### src/rtl/hptc_pkg.sv
// shared types, codes and microprogram for the compensation core
`default_nettype none
package hptc_pkg;

  // request opcodes
  localparam logic [1:0] OP_TEMP  = 2'd0;
  localparam logic [1:0] OP_PRESS = 2'd1;
  localparam logic [1:0] OP_HUM   = 2'd2;

  // configuration register indexes
  localparam logic [2:0] REG_CAL_T  = 3'd0;
  localparam logic [2:0] REG_CAL_PA = 3'd1;
  localparam logic [2:0] REG_CAL_PB = 3'd2;
  localparam logic [2:0] REG_CAL_PC = 3'd3;
  localparam logic [2:0] REG_CAL_HA = 3'd4;
  localparam logic [2:0] REG_CAL_HB = 3'd5;

  localparam int unsigned CfgWidth = 48;
  localparam int unsigned PcWidth  = 7;

  // program entry points
  localparam logic [PcWidth-1:0] PC_TEMP  = 7'd0;
  localparam logic [PcWidth-1:0] PC_PRESS = 7'd20;
  localparam logic [PcWidth-1:0] PC_HUM   = 7'd56;

  localparam logic [63:0] HUM_CLAMP = 64'd419430400;

  typedef struct packed {
    logic [1:0]  opcode;
    logic [23:0] raw_reading;
  } in_req_t;

  typedef struct packed {
    logic signed [32:0] result_value;
    logic               status;
  } out_rsp_t;

  typedef enum logic [3:0] {
    ALU_ADD, ALU_SUB, ALU_MUL, ALU_ASR, ALU_SHL, ALU_SHR,
    ALU_DIV, ALU_CLAMP, ALU_FINE, ALU_DONE
  } alu_op_e;

  typedef enum logic [5:0] {
    SRC_R0, SRC_R1, SRC_R2, SRC_R3, SRC_R4,
    SRC_T1, SRC_T2, SRC_T3,
    SRC_P1, SRC_P2, SRC_P3, SRC_P4, SRC_P5, SRC_P6, SRC_P7, SRC_P8, SRC_P9,
    SRC_H1, SRC_H2, SRC_H3, SRC_H4, SRC_H5, SRC_H6,
    SRC_ADC, SRC_FINE,
    SRC_K1, SRC_K5, SRC_K128, SRC_K128000, SRC_K1048576, SRC_K3125,
    SRC_K76800, SRC_K16384, SRC_K2097152, SRC_K8192, SRC_K32768
  } src_e;

  typedef struct packed {
    alu_op_e    op;
    logic [2:0] dst;
    src_e       a;
    src_e       b;
    logic [5:0] sh;
  } instr_t;

  typedef struct packed {
    logic       start;
    alu_op_e    op;
    logic [63:0] a;
    logic [63:0] b;
    logic [5:0] sh;
    logic       w32;
  } alu_req_t;

  typedef struct packed {
    logic        done;
    logic [63:0] y;
  } alu_rsp_t;

  typedef enum logic [1:0] {ST_IDLE, ST_ISSUE, ST_WAIT, ST_OUT} seq_st_e;
  typedef enum logic [1:0] {AS_IDLE, AS_MUL, AS_DIV, AS_FIX} alu_st_e;

  function automatic instr_t mk(alu_op_e op, logic [2:0] dst, src_e a, src_e b,
                                logic [5:0] sh);
    instr_t i;
    i.op = op; i.dst = dst; i.a = a; i.b = b; i.sh = sh;
    return i;
  endfunction

  // microprogram rom
  function automatic instr_t prog_rom(logic [PcWidth-1:0] pc);
    instr_t i;
    case (pc)
      // temperature, 32-bit wrap
      7'd0:  i = mk(ALU_SHR, 3'd0, SRC_ADC, SRC_R0, 6'd3);
      7'd1:  i = mk(ALU_SHL, 3'd1, SRC_T1, SRC_R0, 6'd1);
      7'd2:  i = mk(ALU_SUB, 3'd0, SRC_R0, SRC_R1, 6'd0);
      7'd3:  i = mk(ALU_MUL, 3'd0, SRC_R0, SRC_T2, 6'd0);
      7'd4:  i = mk(ALU_ASR, 3'd0, SRC_R0, SRC_R0, 6'd11);
      7'd5:  i = mk(ALU_SHR, 3'd1, SRC_ADC, SRC_R0, 6'd4);
      7'd6:  i = mk(ALU_SUB, 3'd1, SRC_R1, SRC_T1, 6'd0);
      7'd7:  i = mk(ALU_MUL, 3'd1, SRC_R1, SRC_R1, 6'd0);
      7'd8:  i = mk(ALU_ASR, 3'd1, SRC_R1, SRC_R0, 6'd12);
      7'd9:  i = mk(ALU_MUL, 3'd1, SRC_R1, SRC_T3, 6'd0);
      7'd10: i = mk(ALU_ASR, 3'd1, SRC_R1, SRC_R0, 6'd14);
      7'd11: i = mk(ALU_ADD, 3'd0, SRC_R0, SRC_R1, 6'd0);
      7'd12: i = mk(ALU_FINE, 3'd0, SRC_R0, SRC_R0, 6'd0);
      7'd13: i = mk(ALU_MUL, 3'd0, SRC_R0, SRC_K5, 6'd0);
      7'd14: i = mk(ALU_ADD, 3'd0, SRC_R0, SRC_K128, 6'd0);
      7'd15: i = mk(ALU_ASR, 3'd0, SRC_R0, SRC_R0, 6'd8);
      7'd16: i = mk(ALU_DONE, 3'd0, SRC_R0, SRC_R0, 6'd0);
      // pressure, 64-bit wrap
      7'd20: i = mk(ALU_SUB, 3'd0, SRC_FINE, SRC_K128000, 6'd0);
      7'd21: i = mk(ALU_MUL, 3'd1, SRC_R0, SRC_R0, 6'd0);
      7'd22: i = mk(ALU_MUL, 3'd2, SRC_R1, SRC_P6, 6'd0);
      7'd23: i = mk(ALU_MUL, 3'd3, SRC_R0, SRC_P5, 6'd0);
      7'd24: i = mk(ALU_SHL, 3'd3, SRC_R3, SRC_R0, 6'd17);
      7'd25: i = mk(ALU_ADD, 3'd2, SRC_R2, SRC_R3, 6'd0);
      7'd26: i = mk(ALU_SHL, 3'd3, SRC_P4, SRC_R0, 6'd35);
      7'd27: i = mk(ALU_ADD, 3'd2, SRC_R2, SRC_R3, 6'd0);
      7'd28: i = mk(ALU_MUL, 3'd1, SRC_R1, SRC_P3, 6'd0);
      7'd29: i = mk(ALU_ASR, 3'd1, SRC_R1, SRC_R0, 6'd8);
      7'd30: i = mk(ALU_MUL, 3'd3, SRC_R0, SRC_P2, 6'd0);
      7'd31: i = mk(ALU_SHL, 3'd3, SRC_R3, SRC_R0, 6'd12);
      7'd32: i = mk(ALU_ADD, 3'd0, SRC_R1, SRC_R3, 6'd0);
      7'd33: i = mk(ALU_SHL, 3'd1, SRC_K1, SRC_R0, 6'd47);
      7'd34: i = mk(ALU_ADD, 3'd0, SRC_R1, SRC_R0, 6'd0);
      7'd35: i = mk(ALU_MUL, 3'd0, SRC_R0, SRC_P1, 6'd0);
      7'd36: i = mk(ALU_ASR, 3'd0, SRC_R0, SRC_R0, 6'd33);
      7'd37: i = mk(ALU_SUB, 3'd1, SRC_K1048576, SRC_ADC, 6'd0);
      7'd38: i = mk(ALU_SHL, 3'd1, SRC_R1, SRC_R0, 6'd31);
      7'd39: i = mk(ALU_SUB, 3'd1, SRC_R1, SRC_R2, 6'd0);
      7'd40: i = mk(ALU_MUL, 3'd1, SRC_R1, SRC_K3125, 6'd0);
      7'd41: i = mk(ALU_DIV, 3'd1, SRC_R1, SRC_R0, 6'd0);
      7'd42: i = mk(ALU_ASR, 3'd2, SRC_R1, SRC_R0, 6'd13);
      7'd43: i = mk(ALU_MUL, 3'd3, SRC_P9, SRC_R2, 6'd0);
      7'd44: i = mk(ALU_MUL, 3'd3, SRC_R3, SRC_R2, 6'd0);
      7'd45: i = mk(ALU_ASR, 3'd3, SRC_R3, SRC_R0, 6'd25);
      7'd46: i = mk(ALU_MUL, 3'd4, SRC_P8, SRC_R1, 6'd0);
      7'd47: i = mk(ALU_ASR, 3'd4, SRC_R4, SRC_R0, 6'd19);
      7'd48: i = mk(ALU_ADD, 3'd1, SRC_R1, SRC_R3, 6'd0);
      7'd49: i = mk(ALU_ADD, 3'd1, SRC_R1, SRC_R4, 6'd0);
      7'd50: i = mk(ALU_ASR, 3'd1, SRC_R1, SRC_R0, 6'd8);
      7'd51: i = mk(ALU_SHL, 3'd2, SRC_P7, SRC_R0, 6'd4);
      7'd52: i = mk(ALU_ADD, 3'd1, SRC_R1, SRC_R2, 6'd0);
      7'd53: i = mk(ALU_DONE, 3'd0, SRC_R1, SRC_R0, 6'd0);
      // humidity, 32-bit wrap
      7'd56: i = mk(ALU_SUB, 3'd0, SRC_FINE, SRC_K76800, 6'd0);
      7'd57: i = mk(ALU_SHL, 3'd1, SRC_ADC, SRC_R0, 6'd14);
      7'd58: i = mk(ALU_SHL, 3'd2, SRC_H4, SRC_R0, 6'd20);
      7'd59: i = mk(ALU_SUB, 3'd1, SRC_R1, SRC_R2, 6'd0);
      7'd60: i = mk(ALU_MUL, 3'd2, SRC_H5, SRC_R0, 6'd0);
      7'd61: i = mk(ALU_SUB, 3'd1, SRC_R1, SRC_R2, 6'd0);
      7'd62: i = mk(ALU_ADD, 3'd1, SRC_R1, SRC_K16384, 6'd0);
      7'd63: i = mk(ALU_ASR, 3'd1, SRC_R1, SRC_R0, 6'd15);
      7'd64: i = mk(ALU_MUL, 3'd2, SRC_R0, SRC_H6, 6'd0);
      7'd65: i = mk(ALU_ASR, 3'd2, SRC_R2, SRC_R0, 6'd10);
      7'd66: i = mk(ALU_MUL, 3'd3, SRC_R0, SRC_H3, 6'd0);
      7'd67: i = mk(ALU_ASR, 3'd3, SRC_R3, SRC_R0, 6'd11);
      7'd68: i = mk(ALU_ADD, 3'd3, SRC_R3, SRC_K32768, 6'd0);
      7'd69: i = mk(ALU_MUL, 3'd2, SRC_R2, SRC_R3, 6'd0);
      7'd70: i = mk(ALU_ASR, 3'd2, SRC_R2, SRC_R0, 6'd10);
      7'd71: i = mk(ALU_ADD, 3'd2, SRC_R2, SRC_K2097152, 6'd0);
      7'd72: i = mk(ALU_MUL, 3'd2, SRC_R2, SRC_H2, 6'd0);
      7'd73: i = mk(ALU_ADD, 3'd2, SRC_R2, SRC_K8192, 6'd0);
      7'd74: i = mk(ALU_ASR, 3'd2, SRC_R2, SRC_R0, 6'd14);
      7'd75: i = mk(ALU_MUL, 3'd1, SRC_R1, SRC_R2, 6'd0);
      7'd76: i = mk(ALU_ASR, 3'd2, SRC_R1, SRC_R0, 6'd15);
      7'd77: i = mk(ALU_MUL, 3'd2, SRC_R2, SRC_R2, 6'd0);
      7'd78: i = mk(ALU_ASR, 3'd2, SRC_R2, SRC_R0, 6'd7);
      7'd79: i = mk(ALU_MUL, 3'd2, SRC_R2, SRC_H1, 6'd0);
      7'd80: i = mk(ALU_ASR, 3'd2, SRC_R2, SRC_R0, 6'd4);
      7'd81: i = mk(ALU_SUB, 3'd1, SRC_R1, SRC_R2, 6'd0);
      7'd82: i = mk(ALU_CLAMP, 3'd1, SRC_R1, SRC_R0, 6'd0);
      7'd83: i = mk(ALU_SHR, 3'd1, SRC_R1, SRC_R0, 6'd12);
      7'd84: i = mk(ALU_DONE, 3'd0, SRC_R1, SRC_R0, 6'd0);
      default: i = mk(ALU_DONE, 3'd0, SRC_R0, SRC_R0, 6'd0);
    endcase
    return i;
  endfunction

endpackage
`default_nettype wire

### src/rtl/hptc_alu.sv
// shared multi-cycle arithmetic unit: add, subtract, shift, clamp, 64-bit multiply and divide
`default_nettype none
module hptc_alu import hptc_pkg::*; (
  input  wire logic     clk_i,
  input  wire logic     rst_ni,
  input  wire alu_req_t req_i,
  output alu_rsp_t      rsp_o
);

  alu_st_e st_q, st_d;
  logic [63:0] a_q, b_q, acc_q, y_q;
  logic [64:0] rem_q;
  logic [5:0]  cnt_q;
  logic        neg_q, w32_q, done_q;

  logic [31:0] mul_x, mul_y;
  logic [63:0] prod, mul_sum, simple_y;
  logic [64:0] rem_sh, rem_diff;
  logic [63:0] ua, ub;

  // one 32x32 multiplier, operand halves picked by step
  assign mul_x   = (cnt_q == 6'd2) ? a_q[63:32] : a_q[31:0];
  assign mul_y   = (cnt_q == 6'd1) ? b_q[63:32] : b_q[31:0];
  assign prod    = mul_x * mul_y;
  assign mul_sum = acc_q + {prod[31:0], 32'd0};

  // divider step on magnitudes
  assign ua       = req_i.a[63] ? (64'd0 - req_i.a) : req_i.a;
  assign ub       = req_i.b[63] ? (64'd0 - req_i.b) : req_i.b;
  assign rem_sh   = {rem_q[63:0], a_q[63]};
  assign rem_diff = rem_sh - {1'b0, b_q};

  // combinational result of the simple operations
  always_comb begin
    case (req_i.op)
      ALU_ADD:   simple_y = req_i.a + req_i.b;
      ALU_SUB:   simple_y = req_i.a - req_i.b;
      ALU_ASR:   simple_y = $unsigned($signed(req_i.a) >>> req_i.sh);
      ALU_SHL:   simple_y = req_i.a << req_i.sh;
      ALU_SHR:   simple_y = req_i.a >> req_i.sh;
      ALU_CLAMP: begin
        if (req_i.a[63]) simple_y = 64'd0;
        else if (req_i.a > HUM_CLAMP) simple_y = HUM_CLAMP;
        else simple_y = req_i.a;
      end
      default:   simple_y = req_i.a;
    endcase
  end

  // next state
  always_comb begin
    st_d = st_q;
    case (st_q)
      AS_IDLE: begin
        if (req_i.start && req_i.op == ALU_MUL) st_d = AS_MUL;
        else if (req_i.start && req_i.op == ALU_DIV) st_d = AS_DIV;
      end
      AS_MUL: if (cnt_q == 6'd2) st_d = AS_IDLE;
      AS_DIV: if (cnt_q == 6'd63) st_d = AS_FIX;
      AS_FIX: st_d = AS_IDLE;
      default: st_d = AS_IDLE;
    endcase
  end

  always_ff @(posedge clk_i or negedge rst_ni) begin
    if (!rst_ni) begin
      st_q   <= AS_IDLE;
      done_q <= 1'b0;
      cnt_q  <= '0;
    end else begin
      st_q   <= st_d;
      done_q <= 1'b0;
      case (st_q)
        AS_IDLE: begin
          cnt_q <= '0;
          if (req_i.start) begin
            done_q <= !(req_i.op == ALU_MUL || req_i.op == ALU_DIV);
          end
        end
        AS_MUL: begin
          cnt_q  <= cnt_q + 6'd1;
          done_q <= (cnt_q == 6'd2);
        end
        AS_DIV: cnt_q <= cnt_q + 6'd1;
        AS_FIX: done_q <= 1'b1;
        default: cnt_q <= '0;
      endcase
    end
  end

  // datapath registers
  always_ff @(posedge clk_i) begin
    case (st_q)
      AS_IDLE: begin
        w32_q <= req_i.w32;
        if (req_i.start && req_i.op == ALU_DIV) begin
          a_q   <= ua;
          b_q   <= ub;
          rem_q <= '0;
          neg_q <= req_i.a[63] ^ req_i.b[63];
        end else begin
          a_q <= req_i.a;
          b_q <= req_i.b;
        end
        if (req_i.w32) y_q <= {{32{simple_y[31]}}, simple_y[31:0]};
        else y_q <= simple_y;
      end
      AS_MUL: begin
        if (cnt_q == 6'd0) acc_q <= prod;
        else acc_q <= mul_sum;
        if (w32_q) y_q <= {{32{mul_sum[31]}}, mul_sum[31:0]};
        else y_q <= mul_sum;
      end
      AS_DIV: begin
        a_q <= {a_q[62:0], !rem_diff[64]};
        if (!rem_diff[64]) rem_q <= rem_diff;
        else rem_q <= rem_sh;
      end
      AS_FIX: y_q <= neg_q ? (64'd0 - a_q) : a_q;
      default: y_q <= y_q;
    endcase
  end

  assign rsp_o.done = done_q;
  assign rsp_o.y    = y_q;

endmodule
`default_nettype wire
### config.mk
export PLATFORM = sky130hd
export DESIGN_NAME = hptc_alu
export DESIGN_NICKNAME = d
export VERILOG_FILES = /design/src/rtl/hptc_pkg.sv /design/src/rtl/hptc_alu.sv
export SDC_FILE = /design/constraint.sdc
export NUM_CORES = 2
export LEC_CHECK = 0
export ABC_AREA = 1
export BUFFER_PORTS_ARGS = -buffer_cell sky130_fd_sc_hd__buf_2
export CORE_ASPECT_RATIO = 1.1
export CORE_UTILIZATION = 35
export DETAILED_ROUTE_END_ITERATION = 16
export GPL_ROUTABILITY_DRIVEN = 0
export SLEW_MARGIN = 10
export SYNTH_ARGS = -nofsm -noshare
export SYNTH_HDL_FRONTEND = slang
export SYNTH_SLANG_ARGS = --single-unit
### constraint.sdc
create_clock -name clk_i -period 13.6 [get_ports clk_i]
set_input_delay 2.72 -clock clk_i [delete_from_list [all_inputs] [get_ports clk_i]]
set_output_delay 2.72 -clock clk_i [all_outputs]
set_load 0.02 [all_outputs]
==> results by group <==
Status
  – Status: finished, final reports clean

STA
  – Clk_skew: 0.0730 ns
  – Period utilization: 81.8%
  – Final worst slack: 2.47 ns
  – RSZ-0062 raised after global routing: no
  – Worst slew pin tran: 1.41 ns
  – Final hold violations: 0
  – Highest Clock Rate: 89.9 MHz
  – Finish-stage setup viols: 0
  – Fin. max-slew vios: 0
  – Setup TNS: 0 ns
  – Final min period: 11.13 ns
  – Slew HR: 5.36%

Layout
  – Commonest cells after routing, fill and taps aside: nand2_1 (3001), inv_1 (1889), nor2_1 (1332), nand3_1 (1015), fa_1 (899)
  – Total Nets Final: 12.8k
  – Fin area: 81200 sq um
  – Most common cell after layout, fill and taps aside: nand2_1
  – Multi-input logic area: 57100 sq um
  – Non-Filler Instances: 14.3k
  – Register area: 9890 sq um
  – Filler cell count: 23.5k
  – Syn-to-layout area delta: 6.91%
  – Final core utilization: 37.8%
  – Share of cells above drive strength 1: 4.86%

Drt
  – Residual DRC: 0
  – Initial drt markers: 11.4k
  – Post-DR vias/cell: 5.63
  – Router iterations before antenna repair: 12
  – WL final: 346000 um
  – Avg WL per Cell: 24.2 um
  – Post-route ant nets: 0
  – Vias after detailed routing: 80.3k

Logic synthesis
  – Post-synth cell types: 64
  – Post-Syn Area per Cell: 6.63 sq um
  – Cell Area, Synth: 75900 sq um
  – Ys Warns: 0
  – Post-synth ARST share: 2.72%
  – EDFF count, synth: 322
  – Syn_nets: 12.9k
  – Cell accounting for the most synthesized area: fa_1
  – Seq cells post-synth: 331
  – Mapped Cells: 11.5k
  – Seq/Total Area, Yosys: 13.0%
  – Top cell type's share of synthesized area: 23.7%
  – Main synth FF type: edfxtp_1
  – Synth area leaders: fa_1 (24%), nand2_1 (15%), edfxtp_1 (13%)

Hold path
  – HP Class: register to register
  – WHS Path Cells: 2

GRT
  – First-pass GRT wire length: 504000 um
  – Number of global-route vias before repair: 75.8k
  – Met2 Use GR: 45.2%
  – GR Util met1: 38.8%
  – Met3 global-route usage: 9.89%
  – Initial antenna violation count: 33
  – Largest net degree at the start of global routing: 90
  – GRT overflow: 0
  – Gr busiest metal: met2
  – GRT Util Overall: 31.1%

Clock network
  – CTS tree: done
  – Setup bufs post-CTS: 0
  – H-tree levels: 2
  – Sink Count: 331
  – Clk buf depth: 3
  – Clk_lat worst skew: 0.67 ns
  – CTS Hold Bufs: 0
  – CTS Buf Count: 41
  – Clk slew on worst S/H paths: 0.07 ns
  – Post-cts sizing count: 0
  – CTS Root Cell: clkbuf_16

Critical path
  – Most frequent CP cell: inv_1
  – Endpoint type of the worst setup path: register
  – WP data arrival: 11.55 ns
  – Crit-path slowest cell: clkinv_1
  – CP Launch Type: register
  – Crit Path Class: register to register
  – Biggest cell delay along the critical path: 0.98 ns
  – CP max FO: 25
  – Worst EP required: 14.02 ns
  – Worst r2r path cells: 43

Die
  – Die Wd: 446 um
  – Top-Level Pins: 207
  – Rows: 178
  – Initial core utilization: 35.4%
  – Die Footprint: 219000 sq um
  – Core ar.: 215000 sq um
  – Die H: 491 um

Place
  – HPWL Detailed: 276000 um
  – # placed instances: 14.2k
  – DP Worst Slack: 2.68 ns
  – PortBufs: 206
  – Post-place instance area: 79800 sq um

Power and ir drop
  – Peak VDD IR: 0.0764 mV
  – Power Density: 39.5 nW/um^2
  – Leakage power: 40.6 nW

Job
  – Max Cap Viol: 0
==> worst max-delay path, delay by kind of cell (launching register included) <==
family | cells | cell delay (ns)
adders and majority gates | 10 | 4.28
buffers and inverters | 14 | 2.27
and+or+nand+nor | 11 | 1.94
AOI/OAI and AO/OA | 7 | 1.70
DFF | 1 | 0.42
xor gates and xnor gates | 1 | 0.29
==> layout make-up <==
type                    instances  area share (%)
flip-flops and latches        331            12.2
clock inverters                27           0.331
multi-input cells            8733            70.3
well taps                    2880            4.44
repair buffers                336            2.51
inverters                    1917            8.87
clock buffers                  46            1.29
diodes                         13          0.0401
==> synthesized netlist by cell type, drive strengths merged, types with 8 or more instances <==
library cell	n
inv	1899
fa	899
buf	165
a21boi	10
nand3	1024
a32oi	8
ha	436
edfxtp	322
o21bai	39
or2	36
xor2	133
nand3b	29
o21ai	719
a31oi	43
clkbuf	304
a21oi	542
nand4	91
dfrtp	9
nor3	114
clkinv	18
nand2	3014
and2	14
xnor2	41
a21o	29
o211ai	45
o31ai	9
nor4	42
o21a	31
nor2	1353
==> cells by family (layout without fill, tap and decap cells) <==
kind of cell / Yosys count / count (layout) / share of synthesized area, %
AND/OR/NAND/NOR: 5726 / 5726 / 31.3
flip-flops: 331 / 331 / 13.0
adder cells (fa/ha/maj): 1335 / 1335 / 30.9
AO/OA/AOI/OAI: 1497 / 1497 / 10.7
other: 0 / 13 / 0
multiplexers: 1 / 1 / 0.0132
XOR/XNOR: 174 / 174 / 2.01
buffers and inverters: 2386 / 2326 / 12.1
==> registers in the layout, indices dropped and copies added (netlist names) <==
name	count
done_q	1
st_q	2
w32_q	1
a_q	64
y_q	64
b_q	64
rem_q	64
cnt_q	6
acc_q	64
neg_q	1
==> path summary, 6_finish.rpt <==
kind | startpoint | slack [ns] | endpoint
setup / recovery | cnt_q[2] | 2.47 | y_q[62]
hold / removal | cnt_q[5] | 0.57 | cnt_q[5]
setup reg to reg | cnt_q[2] | 2.47 | y_q[62]
hold reg to reg | cnt_q[5] | 0.57 | cnt_q[5]
max in group asynchronous | rst_ni | 11.38 | st_q[1]
min in group asynchronous | rst_ni | 1.94 | cnt_q[5]
==> where the power goes <==
| part | switching, mW | leakage (nW) | internal [mW] |
|---|---|---|---|
| Clock | 0.533 | 0.632 | 0.607 |
| Combinational | 0.720 | 36.7 | 0.236 |
| Sequential | 0 | 3.26 | 1.11 |
==> per-stage QoR <==
| stage | power, mW | hold WS (ns) |
|---|---|---|
| global route | 3.29 | 0.613 |
| global placement | 2.02 | 0.548 |
| finish | 3.21 | 0.573 |
| detailed placement | 2.02 | 0.558 |
| floorplan | 1.68 | 0.502 |
| CTS | 3.15 | 0.572 |
==> per-layer routing <==
layer | share of wire, % | up-vias
met4 | 8.8 | 32
met1 | 37 | 37800
met3 | 13 | 1276
met5 | 0.10 | -
met2 | 41 | 5349
li1 | - | 35900
(Power assumes the default switching activity.)
